$ cat src/rtl/core/pgbs_pkg.sv
package pgbs_pkg;

    // Table size default
    localparam int MAX_BODIES_DEF = 64;

    // Tick duration ceiling, 0.1 s in Q0.16
    localparam int DT_W = 13;
    localparam logic [DT_W-1:0] DT_MAX = 13'd6554;

    // Register reset values
    localparam logic [25:0] GRAVITY_RST     = 26'd38076416;
    localparam logic [16:0] RESTITUTION_RST = 17'd52429;
    localparam logic [14:0] AREA_WIDTH_RST  = 15'd1600;
    localparam logic [14:0] AREA_HEIGHT_RST = 15'd900;

    // Register indexes
    localparam logic [1:0] CFG_GRAVITY     = 2'd0;
    localparam logic [1:0] CFG_RESTITUTION = 2'd1;
    localparam logic [1:0] CFG_AREA_WIDTH  = 2'd2;
    localparam logic [1:0] CFG_AREA_HEIGHT = 2'd3;

    // Command actions
    localparam logic [1:0] ACT_TICK       = 2'd0;
    localparam logic [1:0] ACT_ADD_CIRCLE = 2'd1;
    localparam logic [1:0] ACT_ADD_BOX    = 2'd2;

    // Result kinds
    localparam logic [1:0] KIND_ADD   = 2'd0;
    localparam logic [1:0] KIND_BODY  = 2'd1;
    localparam logic [1:0] KIND_EMPTY = 2'd2;

    // Multiplier operand and product widths
    localparam int MUL_A_W = 33;
    localparam int MUL_B_W = 17;
    localparam int PROD_W  = 51;
    localparam int RND_W   = PROD_W - 16;

    typedef struct packed {
        logic [1:0]         action;
        logic [15:0]        time_step;
        logic signed [31:0] start_vel_x;
        logic signed [31:0] start_vel_y;
        logic signed [31:0] start_pos_x;
        logic signed [31:0] start_pos_y;
        logic [30:0]        extent_a;
        logic [30:0]        extent_b;
    } cmd_t;

    typedef struct packed {
        logic [1:0]         kind;
        logic               accepted;
        logic [5:0]         body_index;
        logic signed [31:0] out_pos_x;
        logic signed [31:0] out_pos_y;
        logic signed [31:0] out_vel_x;
        logic signed [31:0] out_vel_y;
        logic               last;
    } result_t;

    // One table slot
    typedef struct packed {
        logic               is_box;
        logic signed [31:0] pos_x;
        logic signed [31:0] pos_y;
        logic signed [31:0] vel_x;
        logic signed [31:0] vel_y;
        logic [30:0]        extent_a;
        logic [30:0]        extent_b;
    } body_t;

    typedef enum logic [3:0] {
        ST_IDLE,
        ST_GRAV,
        ST_GDT,
        ST_VY,
        ST_PX,
        ST_PY,
        ST_FLOOR,
        ST_FLB,
        ST_RWB,
        ST_LW,
        ST_LWB,
        ST_OUT
    } state_t;

    // Round a Q.16 product to nearest, halves toward +infinity
    function automatic logic signed [RND_W-1:0] rnd16(input logic signed [PROD_W-1:0] p);
        logic signed [PROD_W-1:0] q;
        begin
            q = p + PROD_W'(32768);
            return q[PROD_W-1:16];
        end
    endfunction

    // Clamp to the signed 32-bit range
    function automatic logic signed [31:0] sat32(input logic signed [35:0] v);
        begin
            if (v > 36'sd2147483647)
                return 32'sh7FFFFFFF;
            else if (v < -36'sd2147483648)
                return 32'sh80000000;
            else
                return v[31:0];
        end
    endfunction

endpackage

$ cat src/rtl/core/pgbs_mul.sv
module pgbs_mul (
    input  logic                                 clk,
    input  logic                                 en,
    input  logic signed [pgbs_pkg::MUL_A_W-1:0]  a,
    input  logic        [pgbs_pkg::MUL_B_W-1:0]  b,
    output logic signed [pgbs_pkg::PROD_W-1:0]   prod
);

    logic signed [pgbs_pkg::PROD_W-1:0] prod_reg;

    // Register the signed by unsigned product
    always_ff @(posedge clk)
    begin
        if (en)
        begin
            prod_reg <= a * $signed({1'b0, b});
        end
    end

    assign prod = prod_reg;

endmodule

$ cat config.mk
export PLATFORM = sky130hd
export DESIGN_NAME = pgbs_mul
export DESIGN_NICKNAME = d
export VERILOG_FILES = /design/src/rtl/core/pgbs_pkg.sv /design/src/rtl/core/pgbs_mul.sv
export SDC_FILE = /design/constraint.sdc
export NUM_CORES = 1
export LEC_CHECK = 0
export BUFFER_PORTS_ARGS = -buffer_cell sky130_fd_sc_hd__buf_2
export CORE_MARGIN = 2
export CORE_UTILIZATION = 60
export CTS_CLUSTER_SIZE = 40
export DETAILED_ROUTE_END_ITERATION = 10
export HOLD_SLACK_MARGIN = 0.03
export PLACE_DENSITY_LB_ADDON = 0.3
export SYNTH_ARGS = -nofsm -noshare
export SYNTH_HDL_FRONTEND = slang
export SYNTH_SLANG_ARGS = --single-unit
$ cat constraint.sdc
create_clock -name clk -period 13.7 [get_ports clk]
set_input_delay 2.055 -clock clk [delete_from_list [all_inputs] [get_ports clk]]
set_output_delay 2.055 -clock clk [all_outputs]
set_load 0.005 [all_outputs]
==> flow_metrics.env <==
export IMPL_status="completed"
export IMPL_die_w_um=190
export IMPL_h_tree_depth=2
export IMPL_netlist_instances=2250
export IMPL_synth_seq_cells=51
export IMPL_synth_simple_area_share_pct=15.0
export IMPL_hold_violations=0
export IMPL_cp_end_kind="flip-flop"
export IMPL_worst_ep_required_time_ps=13780
export IMPL_drt_pre_antenna_iters=5
export IMPL_fin_hold_ws_ps=2270
export IMPL_wl_um=48800
export IMPL_utilization_pct=63.4
export IMPL_place_congestion=0.915
export IMPL_row_count=68
export IMPL_port_buffer_count=102
export IMPL_met3_length_um=4030
export IMPL_path_max_fanout=33
export IMPL_synth_compound_area_share_pct=4.27
export IMPL_layout_nets=2982
export IMPL_fillers=2845
export IMPL_cts_root_buf="clkbuf_16"
export IMPL_synthDistinctLibCells=53
export IMPL_drc_errors=0
export IMPL_cts_resized=0
export IMPL_overflow=0
export IMPL_cts_buffers=5
export IMPL_crit_arrival_ps=8680
export IMPL_worstSetupStartpointType="input port"
export IMPL_grt_usage_pct=29.7
export IMPL_grt_max_degree=52
export IMPL_wl_met1_um=19200
export IMPL_synth_most_common_cell="inv_1"
export IMPL_synth_xor_area_share_pct=2.18
export IMPL_die_h_um=190
export IMPL_synth_top_family_by_area="adder cells"
export IMPL_drt_first_iter_violations=887
export IMPL_synth_mux_area_share_pct=0
export IMPL_largest_reg_flops=51
export IMPL_synth_commonest_cells="608 x inv_1, 536 x fa_1, 380 x nand2_1"
export IMPL_period_share_pct=62.8
export IMPL_top_layer_used="met5"
export IMPL_met2_length_um=24200
export IMPL_ys_seq_area_share_pct=7.34
export IMPL_cts_hold_buf=0
export IMPL_cts_clk_slew_worst_paths_ps=70
export IMPL_synthAdderAreaFrac_pct=58.6
export IMPL_setup_viol=0
export IMPL_antenna_found_initial=1
export IMPL_num_io_pins=103
export IMPL_grt_pass1_wl_um=82800
export IMPL_cts_tree="done"
export IMPL_async_flop_share_pct=0
export IMPL_relSlewSlack_pct=43.4
export IMPL_path_class="in2reg"
export IMPL_setup_slack_ps=5100
export IMPL_postCtsSetupBuffers=0
export IMPL_synth_top_cell_by_area="fa_1"
export IMPL_cts_sinks=51
export IMPL_drtAntennaViolNets=0
export IMPL_synth_ff_type="edfxtp_1"
export IMPL_synth_enable_flop_cells=51
export IMPL_hold_path_class="in2reg"
export IMPL_first_global_vias=16500
export IMPL_synth_top_area_share_pct=51.4
export IMPL_syn_nets=2958
export IMPL_max_cap_viol_count=0
export IMPL_start_util_pct=60.7
export IMPL_cts_buffer_depth=2
export IMPL_diodes=0
export IMPL_tns_ps=0
export IMPL_drive_above_1_share_pct=5.28
export IMPL_synth_area_top_cells="fa_1 51%, inv_1 11%, edfxtp_1 7.3%"
export IMPL_post_place_ws_ps=4820
export IMPL_wl_per_cell_um=17.9
export IMPL_drv_slew=0
export IMPL_synth_area_per_cell_um2=9.27
export IMPL_fp_coreArea_um2=34400
export IMPL_dp_hpwl_um=39100
export IMPL_worst_pin_slew_ps=849
export IMPL_dieArea_um2=36300
export IMPL_viasPerCell=5.44
export IMPL_syn_cell_area_um2=20900
export IMPL_min_period_ps=8600
export IMPL_vias=14800
export IMPL_fmax_mhz=116
export IMPL_synth_warnings=0
export IMPL_area_growth_pct=4.40
export IMPL_rsz0062_at_grt="false"
[final cells by class]
type                            count  area, um^2  area share [%]
Multi-Input combinational cell   1504       16700            76.7
Inverter                          608        2280            10.5
Sequential cell                    51        1530            7.03
Tap cell                          455         569            2.61
Timing Repair Buffer              104         526            2.41
Clock buffer                        6         129           0.592
Clock inverter                      1        30.0           0.138
[final timing paths]
path | endpoint | cells after the start | slack (ps) | startpoint
worst max-delay path | prod[36] | 22 | 5100 | b[3]
worst min-delay path | prod[0] | 2 | 2270 | a[0]
[layer usage]
| metal | vias up | track usage, % |
|---|---|---|
| met2 | 646 | 50.7 |
| met4 | 2 | 9.93 |
| li1 | 6511 | - |
| met5 | - | 0 |
| met1 | 7569 | 38.3 |
| met3 | 118 | 5.58 |
[kinds of logic after synthesis]
group / after synthesis
buf+inv: 695
compound gates: 134
flops: 51
xor+xnor: 52
simple gates: 662
fa+ha+maj: 656
[worst max-delay path: stages]
cell and delay (ps):
buf_2 510, nand2_1 170, fa_1 540, fa_1 540
inv_1 50, fa_1 500, inv_1 60, fa_1 530
inv_1 50, fa_1 470, inv_1 50, fa_1 470
inv_1 40, ha_1 340, a211oi_1 280, o221ai_1 170
a31oi_1 630, o21ba_2 290, o21ai_1 270, a31oi_1 340
nor2b_1 220, xnor2_1 80
[per-stage QoR]
stage	cell area, um^2	std cells
floorplan	20900	2250
global placement	21600	2722
detailed placement	21600	2722
CTS	21800	2729
global route	21800	2729
finish	21800	2729
[cell usage in the layout, fill, tap and decap left out, types with 5 or more instances in the layout]
| cell | count |
|---|---|
| ha_1 | 120 |
| fa_1 | 536 |
| nand3_1 | 9 |
| and2_1 | 214 |
| xor2_1 | 16 |
| a21o_1 | 18 |
| clkbuf_16 | 5 |
| and3_1 | 8 |
| nor3_1 | 5 |
| buf_2 | 102 |
| nand2b_1 | 8 |
| edfxtp_1 | 51 |
| xnor2_1 | 36 |
| nor2_1 | 19 |
| a21oi_1 | 50 |
| nor2b_1 | 7 |
| o21ai_0 | 20 |
| o21bai_1 | 5 |
| nand2_1 | 380 |
| nand4_1 | 6 |
| inv_1 | 608 |
| a31oi_1 | 5 |
Power is not shown: default switching activity piles up to over one toggle a cycle in this logic, so the estimate is an artifact.
